## src/tce_pkg.sv

```systemverilog
// ----------------------------------------------------------------------------
// tce_pkg
// Shared types, constants and arithmetic helpers for the tricorn
// escape-time block.
// ----------------------------------------------------------------------------
`default_nettype none

package tce_pkg;

  // Point format: signed Q5.FRAC_BITS.
  localparam int FRAC_BITS  = 27;
  localparam int COORD_BITS = 12;
  localparam int WBITS      = FRAC_BITS + 5;
  localparam int CNT_W      = 16;

  // Configuration register widths.
  localparam int OFF_W = 32;            // Q16.16
  localparam int INV_W = 40;            // Q0.40
  localparam int CFG_W = 40;            // widest register
  localparam int CFG_IDX_W = 2;

  localparam logic [INV_W-1:0] INV_SCALE_RST = 40'd5497558139;
  localparam logic [CNT_W-1:0] MAX_ITER_RST  = 16'd64;

  // Pixel-to-point mapping: |pixel<<16 - offset| * inv_scale >> MAP_SH.
  localparam int PIX_SH   = 16;
  localparam int D_W      = OFF_W + 2;   // signed difference
  localparam int DMAG_W   = OFF_W;       // magnitude stays below 2^32
  localparam int INV_LO_W = INV_W / 2;
  localparam int INV_HI_W = INV_W - INV_LO_W;
  localparam int MPROD_W  = DMAG_W + INV_LO_W;
  localparam int ACC_W    = DMAG_W + INV_W;
  localparam int MAP_SH   = 56 - FRAC_BITS;
  localparam int Q_W      = ACC_W - MAP_SH;

  // Iteration: only magnitudes below 2.0 are ever squared for real.
  localparam int MAG_W  = FRAC_BITS + 1;
  localparam int PROD_W = 2 * MAG_W;
  localparam int SQ_W   = PROD_W - FRAC_BITS;       // square, Q.FRAC, < 4.0
  localparam int TW_W   = PROD_W - FRAC_BITS + 1;   // 2*zr*zi
  localparam int ZW     = WBITS + 3;                // unsaturated sums

  localparam logic signed [WBITS-1:0] VMAX = {1'b0, {(WBITS-1){1'b1}}};
  localparam logic signed [WBITS-1:0] VMIN = {1'b1, {(WBITS-1){1'b0}}};

  typedef enum logic [CFG_IDX_W-1:0] {
    CFG_OFFSET_X,
    CFG_OFFSET_Y,
    CFG_INV_SCALE,
    CFG_MAX_ITER
  } cfg_idx_t;

  typedef enum logic [1:0] {
    ST_IDLE,
    ST_MAP,
    ST_MUL,
    ST_UPD
  } tce_state_t;

  // Steps of the coordinate mapping sequence.
  typedef enum logic [2:0] {
    MS_X_LO,
    MS_X_HI,
    MS_X_ADD,
    MS_Y_HI,
    MS_Y_ADD,
    MS_Y_WR
  } map_step_t;

  typedef struct packed {
    logic load;        // capture pixel, clear z and count
    logic mul_en;      // mapping multiplier register enable
    logic mul_sel_y;   // 0: x difference, 1: y difference
    logic mul_sel_hi;  // 0: low half of inv_scale, 1: high half
    logic acc_load;
    logic acc_add;
    logic wr_cr;
    logic wr_ci;
    logic sq_en;       // register the three products of z
    logic z_upd;       // take the next z, count up
    logic out_wr;      // load the result register
  } tce_cmd_t;

  typedef struct packed {
    logic esc;         // current z has escaped
    logic at_max;      // count equals max_iter
  } tce_sts_t;

  // Clamp a wide signed sum to the point word.
  function automatic logic signed [WBITS-1:0] sat_word(input logic signed [ZW-1:0] v);
    logic ovf;
    ovf = (v[ZW-1:WBITS-1] != {(ZW-WBITS+1){1'b0}}) &&
          (v[ZW-1:WBITS-1] != {(ZW-WBITS+1){1'b1}});
    if (ovf) begin
      return v[ZW-1] ? VMIN : VMAX;
    end
    return v[WBITS-1:0];
  endfunction

  // Truncated product magnitude plus sign, clamped to the point word.
  function automatic logic signed [WBITS-1:0] map_sat(input logic [Q_W-1:0] q,
                                                      input logic neg);
    logic big;
    big = |q[Q_W-1:WBITS-1];
    if (big) begin
      return neg ? VMIN : VMAX;
    end
    return neg ? -q[WBITS-1:0] : q[WBITS-1:0];
  endfunction

endpackage

`default_nettype wire

```

## src/tce_ctrl.sv

```systemverilog
// ----------------------------------------------------------------------------
// tce_ctrl
// Sequencer: pixel capture, coordinate mapping steps, then the
// multiply / update loop until escape or limit.
// ----------------------------------------------------------------------------
`default_nettype none

module tce_ctrl
  import tce_pkg::*;
(
  input  wire      clk,
  input  wire      rst_n,
  input  wire      in_valid,
  output logic     in_ready,
  output logic     out_valid,
  input  wire      out_ready,
  input  tce_sts_t sts,
  output tce_cmd_t cmd
);

  tce_state_t state_r, state_nxt;
  map_step_t  step_r, step_nxt;
  logic       out_valid_r, out_valid_nxt;
  logic       finish;
  logic       out_free;

  assign finish   = sts.esc || sts.at_max;
  assign out_free = !out_valid_r || out_ready;

  // next state
  always_comb begin
    state_nxt = state_r;
    unique case (state_r)
      ST_IDLE: if (in_valid) state_nxt = ST_MAP;
      ST_MAP:  if (step_r == MS_Y_WR) state_nxt = ST_MUL;
      ST_MUL:  state_nxt = ST_UPD;
      ST_UPD: begin
        if (!finish) begin
          state_nxt = ST_MUL;
        end else if (out_free) begin
          state_nxt = ST_IDLE;
        end
      end
    endcase
  end

  // outputs
  always_comb begin
    cmd      = '0;
    in_ready = 1'b0;
    unique case (state_r)
      ST_IDLE: begin
        in_ready = 1'b1;
        cmd.load = in_valid;
      end
      ST_MAP: begin
        unique case (step_r)
          MS_X_LO: begin
            cmd.mul_en = 1'b1;
          end
          MS_X_HI: begin
            cmd.acc_load   = 1'b1;
            cmd.mul_en     = 1'b1;
            cmd.mul_sel_hi = 1'b1;
          end
          MS_X_ADD: begin
            cmd.acc_add   = 1'b1;
            cmd.mul_en    = 1'b1;
            cmd.mul_sel_y = 1'b1;
          end
          MS_Y_HI: begin
            cmd.wr_cr      = 1'b1;
            cmd.acc_load   = 1'b1;
            cmd.mul_en     = 1'b1;
            cmd.mul_sel_y  = 1'b1;
            cmd.mul_sel_hi = 1'b1;
          end
          MS_Y_ADD: begin
            cmd.acc_add = 1'b1;
          end
          MS_Y_WR: begin
            cmd.wr_ci = 1'b1;
          end
          default: begin
            cmd = '0;
          end
        endcase
      end
      ST_MUL: begin
        cmd.sq_en = 1'b1;
      end
      ST_UPD: begin
        cmd.z_upd  = !finish;
        cmd.out_wr = finish && out_free;
      end
    endcase
  end

  always_comb begin
    step_nxt = (state_r == ST_MAP && step_r != MS_Y_WR) ? map_step_t'(step_r + 3'd1)
                                                         : MS_X_LO;
    if (cmd.out_wr) begin
      out_valid_nxt = 1'b1;
    end else if (out_ready) begin
      out_valid_nxt = 1'b0;
    end else begin
      out_valid_nxt = out_valid_r;
    end
  end

  always_ff @(posedge clk) begin
    if (!rst_n) begin
      state_r     <= ST_IDLE;
      step_r      <= MS_X_LO;
      out_valid_r <= 1'b0;
    end else begin
      state_r     <= state_nxt;
      step_r      <= step_nxt;
      out_valid_r <= out_valid_nxt;
    end
  end

  assign out_valid = out_valid_r;

endmodule

`default_nettype wire

```

## config.mk

```make
export PLATFORM = sky130hd
export DESIGN_NAME = tce_ctrl
export DESIGN_NICKNAME = d
export VERILOG_FILES = /design/src/tce_pkg.sv /design/src/tce_ctrl.sv
export SDC_FILE = /design/constraint.sdc
export NUM_CORES = 1
export LEC_CHECK = 0
export BUFFER_PORTS_ARGS = -buffer_cell sky130_fd_sc_hd__buf_2
export CORE_AREA = 2 2 39 41
export DETAILED_ROUTE_END_ITERATION = 8
export DIE_AREA = 0 0 41 43
export HOLD_SLACK_MARGIN = 0.1
export PLACE_DENSITY_LB_ADDON = 0.3
export SLEW_MARGIN = 20
export SYNTH_ARGS = -nofsm -noshare
export SYNTH_HDL_FRONTEND = slang
export SYNTH_SLANG_ARGS = --single-unit
```

## constraint.sdc

```tcl
create_clock -name clk -period 1.9 [get_ports clk]
set_input_delay 0.38 -clock clk [delete_from_list [all_inputs] [get_ports clk]]
set_output_delay 0.38 -clock clk [all_outputs]
set_load 0.1 [all_outputs]
```

Word level (Yosys, flattened, before mapping)
Index checks and enable logic that the tools add are counted.
- register bits after elaboration: 6
- input bits: 6
- output and inout port bits: 13
- logic and storage cells: 49
- $add $sub $neg: 1
- equal/unequal tests: 12
- muxes and demuxes: 18
- reduce and logical (&&, ||, !) cells: 15
- operators with widths (kind ; count):
    2-bit 2-to-1 mux ; 6
    1-bit 2-to-1 mux ; 10
    2-bit case mux with 4 select lines ; 1
    7-bit 2-to-1 mux ; 1
    3-bit by 2-bit equality test with 1-bit output, second input constant ; 2
    3-bit equality test, second input constant ; 2
    3-bit inequality test, second input constant ; 2
    2-bit OR reduction ; 3
    2-bit equality test, second input constant ; 2
    2-bit inequality test, second input constant ; 2
    4-bit OR reduction ; 1
    3-bit by 1-bit adder with 3-bit output, second input constant ; 1
    3-bit by 1-bit equality test with 1-bit output, second input constant ; 1
    3-bit logical NOT ; 1
    3-bit AND reduction ; 1
    2-bit by 1-bit equality test with 1-bit output, second input constant ; 1
    1-bit logical AND ; 2
    1-bit logical NOT ; 2
    2-bit logical NOT ; 1
    1-bit logical OR ; 2
    2-bit AND reduction ; 1
    2-bit nonzero test ; 1

Depth between registers and ports, before layout
Gate-level depths: netlist of the first run.
- word-level depth: 5
- depth in mapped cells: 5

Worst setup path before layout of the first run
OpenSTA, ideal clock, no wires.
- path type: flip-flop to output port
- start point: reg state_r[0]
- end point: out cmd[10] in the netlist's numbering
- arrival time: 2.622 ns
- path slack: -1.102 ns
- cell stages (with the launch flop): 3
- path buffers: 0
- cell sequence: dfxtp_1 > nor2_1 > and2_1
- RTL lines (item ; line ; text):
    start: declaration ; tce_ctrl.sv:21 ; tce_state_t state_r, state_nxt;
    start signal: assignment ; tce_ctrl.sv:117 ; state_r <= state_nxt;
    end: declaration ; tce_ctrl.sv:18 ; output tce_cmd_t cmd

==> results.md, run 1 <==
* Die Y at 43 um
* Mapped Nets at 61
* Synth Area in Simple Gates at 31.8%
* Clk_skew at 0.000899 ns
* Seq/Total Area, Yosys at 29.6%
* Clock tree from TritonCTS: built
* Seq pwr share at 38.0%
* Yosys reg bits at 6
* Int Power at 0.232 mW
* Clock power share at 32.1%
* Yosys warns at 0
* Core Area at 1380 um2
* Post-Route WL at 901 um
* Final Hold Vio Count at 0
* Failing checks: negative setup slack
* Antenna fix cells at 0
* Final GP Congestion at 0.722
* Most frequent cells in the layout: buf_2, nor2_1, buf_12
* Worst vdd ir at 0.000315 V
* # H-tree levels at 1
* Clk sinks at 6
* CTS Buf Count at 3
* Period utilization at 103%
* Worst setup SP type: flip-flop
* Logic pwr share at 29.9%
* Worst Setup Path Type: flip-flop to primary output
* PortBufs at 18
* Initial antenna violation count at 0
* Postcts setup bufs at 0
* Commonest non-fill, non-tap cell in the layout: buf_2
* Share of post-route cells with drive strength above 1 at 56.5%
* Final setup violation count at 1
* Max_cap viols at 0
* Status: finished with violations
* Largest net degree at the start of global routing at 9
* PD cells at 495 nW/um2
* Worst slack at placement at 0.0683 ns
* Via/cell ratio at 4.62
* Worst Path Arrival at 1.57 ns
* Leak Pwr at 0.284 nW
* Worst R2R Start: step_r[1]$_SDFF_PN0_
* # rows at 14
* Final nets at 82
* 1st-pass router iterations at 4
* Area after DPL at 639 um2
* First-pass GRT wire length at 1500 um
* Die area at 1760 um2
* # DRC at 0
* Initial Utilization at 29.3%
* Clk root buf: clkbuf_4
* Worst hold slack at 0.410 ns
* # IOs at 19
* Clock buffer depth at 2
* Mapped Area at 405 um2
* Skew-Pair Late Insertion Delay at 0.24 ns
* Area growth from synthesis to layout at 76.5%
* Die W at 41 um
* Synth unique cells at 19
* HP Start: rst_n
* Critical path capture point type: primary output
* Crit Path Max Fanout at 4
* Combinational family with the most area after synthesis: simple AND/OR/NAND/NOR gates
* Post-Synth Adder-Cell Area at 15.4%
* Final Max Slew Viols at 0
* DP Wirelength at 685 um
* Final Cell Area at 716 um2
* Post-DRT Antenna Nets at 0
* Complex-gate fraction of the synthesized area at 12.3%
* Sw Ratio at 34.6%
* Mux contribution to synthesized area at 2.47%
* Rel. slew slack at 67.9%
* Sw Pwr at 0.122 mW
* Worst Setup SP: step_r[0]$_SDFF_PN0_
* Avg Inst Size Synth at 8.11 um2
* Hold Path Class: input port to flip-flop
* GRT Resource Usage Total at 12.4%
* Min Tclk post-route at 1.95 ns
* Clk slew on worst S/H paths at 0.04 ns
* CP required at 1.52 ns
* Via count at 393
* Fmax at 513 MHz
* GR Overflow Total at 0
* Synthesized instance count at 50
* Worst Tran Pin Value at 0.484 ns
* Vias in the first global route at 372
* 1st-iter DRT viols at 8
* RSZ-0062 raised after global routing: true
* Final WS setup at -0.0511 ns
* XOR/XNOR Fraction of Synth Area at 0%
* WL per Instance at 10.6 um
-- repair_timing --
action	4_1_cts	5_1_grt
pin swaps	4	4
hold endpoints to repair	0	0
gates resized for setup	14	2
hold buffers	0	0
setup endpoints to repair	1	1
-- power by group through the flow --
stage	Sequential (mW)	Combinational (mW)	Clock (mW)
CTS	0.134	0.102	0.123
floorplan	0.136	0.0752	0
finish	0.135	0.106	0.114
detailed placement	0.137	0.0962	0
global placement	0.137	0.0954	0
global route	0.135	0.112	0.128
-- stage by stage --
step | instances | total power, mW | util (%) | setup TNS, ns
after floorplan | 50 | 0.212 | - | -1.88
after global placement | 82 | 0.233 | 46.2 | 0
after detailed placement | 82 | 0.234 | 46.2 | 0
after CTS | 85 | 0.359 | 51.1 | -0.0414
after global routing | 85 | 0.375 | 51.7 | -0.120
final | 85 | 0.354 | 51.7 | -0.0511
-- cell type report --
type,count,area [um2]
Fill cell,128,668
Multi-Input combinational cell,37,319
Timing Repair Buffer,18,201
Sequential cell,6,129
Inverter,5,23.8
Clock buffer,3,22.5
Tap cell,16,20.0
-- cell usage after synthesis --
| cell type | instances | area share (%) |
|---|---|---|
| a21boi_1 | 1 | 1.9 |
| a21oi_1 | 4 | 4.9 |
| and2_1 | 2 | 3.1 |
| buf_4 | 2 | 3.7 |
| dfxtp_1 | 6 | 30 |
| ha_1 | 5 | 15 |
| inv_1 | 5 | 4.6 |
| mux2i_1 | 1 | 2.5 |
| nand2_1 | 2 | 1.9 |
| nand2b_1 | 2 | 3.1 |
| nand3_1 | 1 | 1.2 |
| nor2_1 | 10 | 9.3 |
| nor2b_1 | 2 | 3.1 |
| nor2b_2 | 1 | 2.2 |
| nor3_1 | 1 | 1.2 |
| nor4b_2 | 1 | 3.7 |
| o211ai_2 | 1 | 3.1 |
| o311a_1 | 1 | 2.5 |
| or3_1 | 2 | 3.1 |
-- state kept, by name (all words and copies together) (netlist names) --
signal / flops
step_r: 3
out_valid: 1
state_r: 2
-- kinds of logic after synthesis --
group | count (synthesis)
simple gates | 24
buf+inv | 7
flops | 6
mux | 1
compound gates | 7
fa+ha+maj | 5
-- path summary, 6_finish.rpt --
| path | slack, ns | end | cells past startpoint |
|---|---|---|---|
| min | 0.41 | state_r[0]$_SDFFE_PN0P_ | 2 |
| max | -0.05 | cmd[9] | 6 |
| min reg2reg | 0.46 | step_r[0]$_SDFF_PN0_ | 1 |
| max reg2reg | 0.71 | state_r[0]$_SDFFE_PN0P_ | 4 |
-- layer usage --
metal / part of all wire (%) / up-vias / wire, um / global-route usage (%)
met1: 40 / 183 / 362 / 15.3
met4: 0 / 0 / 0 / 8.00
met3: 2.7 / 0 / 24 / 1.57
met2: 57 / 6 / 513 / 19.1
li1: - / 204 / - / -
met5: 0 / - / 0 / 0
-- worst max-delay path, cell delays in order, from the launching register on --
cell and delay, ns:
dfxtp_4 0.37, inv_4 0.05, ha_4 0.15, or3_4 0.38, a21oi_2 0.13, nor2_1 0.06, buf_6 0.19
Power figures use the tool's default switching activity.
==> run 2: changes to the inputs <==
--- a/config.mk
+++ b/config.mk
@@ -11,6 +11,7 @@
 export DIE_AREA = 0 0 41 43
 export HOLD_SLACK_MARGIN = 0.1
 export PLACE_DENSITY_LB_ADDON = 0.3
+export RECOVER_POWER = 25
 export SLEW_MARGIN = 20
 export SYNTH_ARGS = -nofsm -noshare
 export SYNTH_HDL_FRONTEND = slang
==> constraint.sdc (replaced) <==
create_clock -name clk -period 2.34 [get_ports clk]
set_input_delay 0.468 -clock clk [delete_from_list [all_inputs] [get_ports clk]]
set_output_delay 0.468 -clock clk [all_outputs]
set_load 0.1 [all_outputs]
==> results.md, run 2 (synthesis results as in run 1) <==
* PD cells at 499 nW/um2 (+0.68%)
* Hold Path Class: flip-flop to flip-flop
* Die Y at 43 um (unchanged)
* Worst Setup Path Type: flip-flop to primary output
* Worst setup SP type: flip-flop
* Worst Tran Pin Value at 0.486 ns (+0.00189 ns)
* 1st-iter DRT viols at 1 (-7)
* Critical path capture point type: primary output
* Die area at 1760 um2 (unchanged)
* Min Tclk post-route at 2.23 ns
* GR Overflow Total at 0 (unchanged)
* Max_cap viols at 0 (unchanged)
* Post-DRT Antenna Nets at 0 (unchanged)
* First-pass GRT wire length at 1300 um (-14%)
* Initial antenna violation count at 0 (unchanged)
* GRT Resource Usage Total at 11.0% (-1.4 points)
* Skew-Pair Late Insertion Delay at 0.23 ns (about the same)
* Post-CTS Hold Fix Bufs at 0 (unchanged)
* Final setup violation count at 0 (-1)
* Clk_skew at 0.00189 ns (+0.000992 ns)
* Period utilization at 95.4%
* Share of post-route cells with drive strength above 1 at 43.5% (-13 points)
* Worst hold slack at 0.470 ns (+0.0603 ns)
* Clock buffer depth at 2 (unchanged)
* # DRC at 0 (unchanged)
* Area growth from synthesis to layout at 34.6%
* Fmax at 448 MHz
* Via count at 378 (-3.8%)
* Post-Route WL at 764 um (-15%)
* Most frequent cells in the layout: buf_2, dfxtp_1, inv_1, nor2_2, ha_1
* Initial Utilization at 29.3% (unchanged)
* Via/cell ratio at 4.45 (-3.8%)
* Antenna fix cells at 0 (unchanged)
* Clk sinks at 6 (unchanged)
* Worst vdd ir at 0.000230 V (-27%)
* Status: finished, final reports clean
* Worst Path Arrival at 1.76 ns (+0.19 ns)
* # resized after CTS at 0 (-14)
* Largest reg by FF count: step_r
* Die W at 41 um (unchanged)
* Final nets at 82 (unchanged)
* CP required at 1.87 ns (+0.35 ns)
* Final GP Congestion at 0.693 (-4.0%)
* Max FFs per register at 3 (unchanged)
* Postcts setup bufs at 0 (unchanged)
* Final Max Slew Viols at 0 (unchanged)
* Final Hold Vio Count at 0 (unchanged)
* Worst path slowest cell: dfxtp_1
* DP Wirelength at 647 um (-5.6%)
* Post-layout util at 39.4% (-12 points)
* Vias in the first global route at 333 (-10%)
* Largest net degree at the start of global routing at 9 (unchanged)
* Cell breakdown of the critical path: inv_1 > ha_1 > or3_1 > a21oi_1 > nor2_2 > clkbuf_4
* WL per Instance at 8.99 um (-15%)
* Filler instances at 146 (+14%)
* Core Area at 1380 um2 (unchanged)
* RSZ-0062 raised after global routing: false
* PortBufs at 18 (unchanged)
* Commonest non-fill, non-tap cell in the layout: buf_2
* Clk slew on worst S/H paths at 0.04 ns (about the same)
* Crit Path Max Fanout at 4 (unchanged)
* Leak Pwr at 0.251 nW (-12%)
* # rows at 14 (unchanged)
* # H-tree levels at 1 (unchanged)
* Clk root buf: clkbuf_4
* 1st-pass router iterations at 4 (unchanged)
* # IOs at 19 (unchanged)
* Clock tree from TritonCTS: built
* CTS Buf Count at 3 (unchanged)
* CP peak stage delay at 0.37 ns (about the same)
* Rel. slew slack at 67.8% (-0.13 points)
## run 2: cell count changes in the layout (fill, tap and decap cells not counted), sizes merged
cell / change
clkbuf: +1
buf: -1
## run 2: path summary, 6_finish.rpt
| check | start | to | slack [ns] | cells after the start |
|---|---|---|---|---|
| worst max-delay path | step_r[0]$_SDFF_PN0_ | cmd[9] | 0.11 | 6 |
| worst min-delay path | step_r[0]$_SDFF_PN0_ | step_r[0]$_SDFF_PN0_ | 0.47 | 1 |
| worst max register to register | step_r[1]$_SDFF_PN0_ | state_r[0]$_SDFFE_PN0P_ | 1.17 | 4 |
| worst min register to register | step_r[0]$_SDFF_PN0_ | step_r[0]$_SDFF_PN0_ | 0.47 | 1 |
## run 2: routing by layer
metal	part of all wire [%]	vias to the layer above	track usage, %
li1	-	203	-
met1	47	162	13.6
met2	47	11	15.3
met3	4.5	2	3.14
met4	1.2	0	8.00
met5	0	-	0
## run 2: critical path: cells and delay by family, from the launching register on
family | cells | cell delay [ns]
adders and majority gates | 1 | 0.22
DFF | 1 | 0.37
and+or+nand+nor | 2 | 0.40
AOI/OAI and AO/OA | 1 | 0.18
buffers and inverters | 2 | 0.36
## run 2: layout make-up
type	count	area, um2	area share (%)
tap	16	20.0	3.67
multi-input combinational	37	272	49.8
timing repair buffer	18	92.6	17.0
sequential	6	120	22.0
clock buffer	3	22.5	4.13
inverter	5	18.8	3.44
## run 2: through the flow
step                setup TNS (ns)  std cells  power, mW  instance area [um2]  worst slack (ns)
floorplan                   -0.228         50      0.170                  430            -0.228
global placement                 0         82      0.183                  526             0.369
detailed placement               0         82      0.183                  526             0.351
CTS                              0         85      0.278                  548            0.0875
global route                     0         85      0.291                  546            0.0105
finish                           0         85      0.272                  546             0.108
## run 2: report_power, final
group	leakage, nW	switching, mW	total, mW	internal (mW)
Sequential	0.0489	0.00371	0.109	0.105
Combinational	0.189	0.0558	0.0726	0.0168
Clock	0.0138	0.0327	0.0904	0.0577
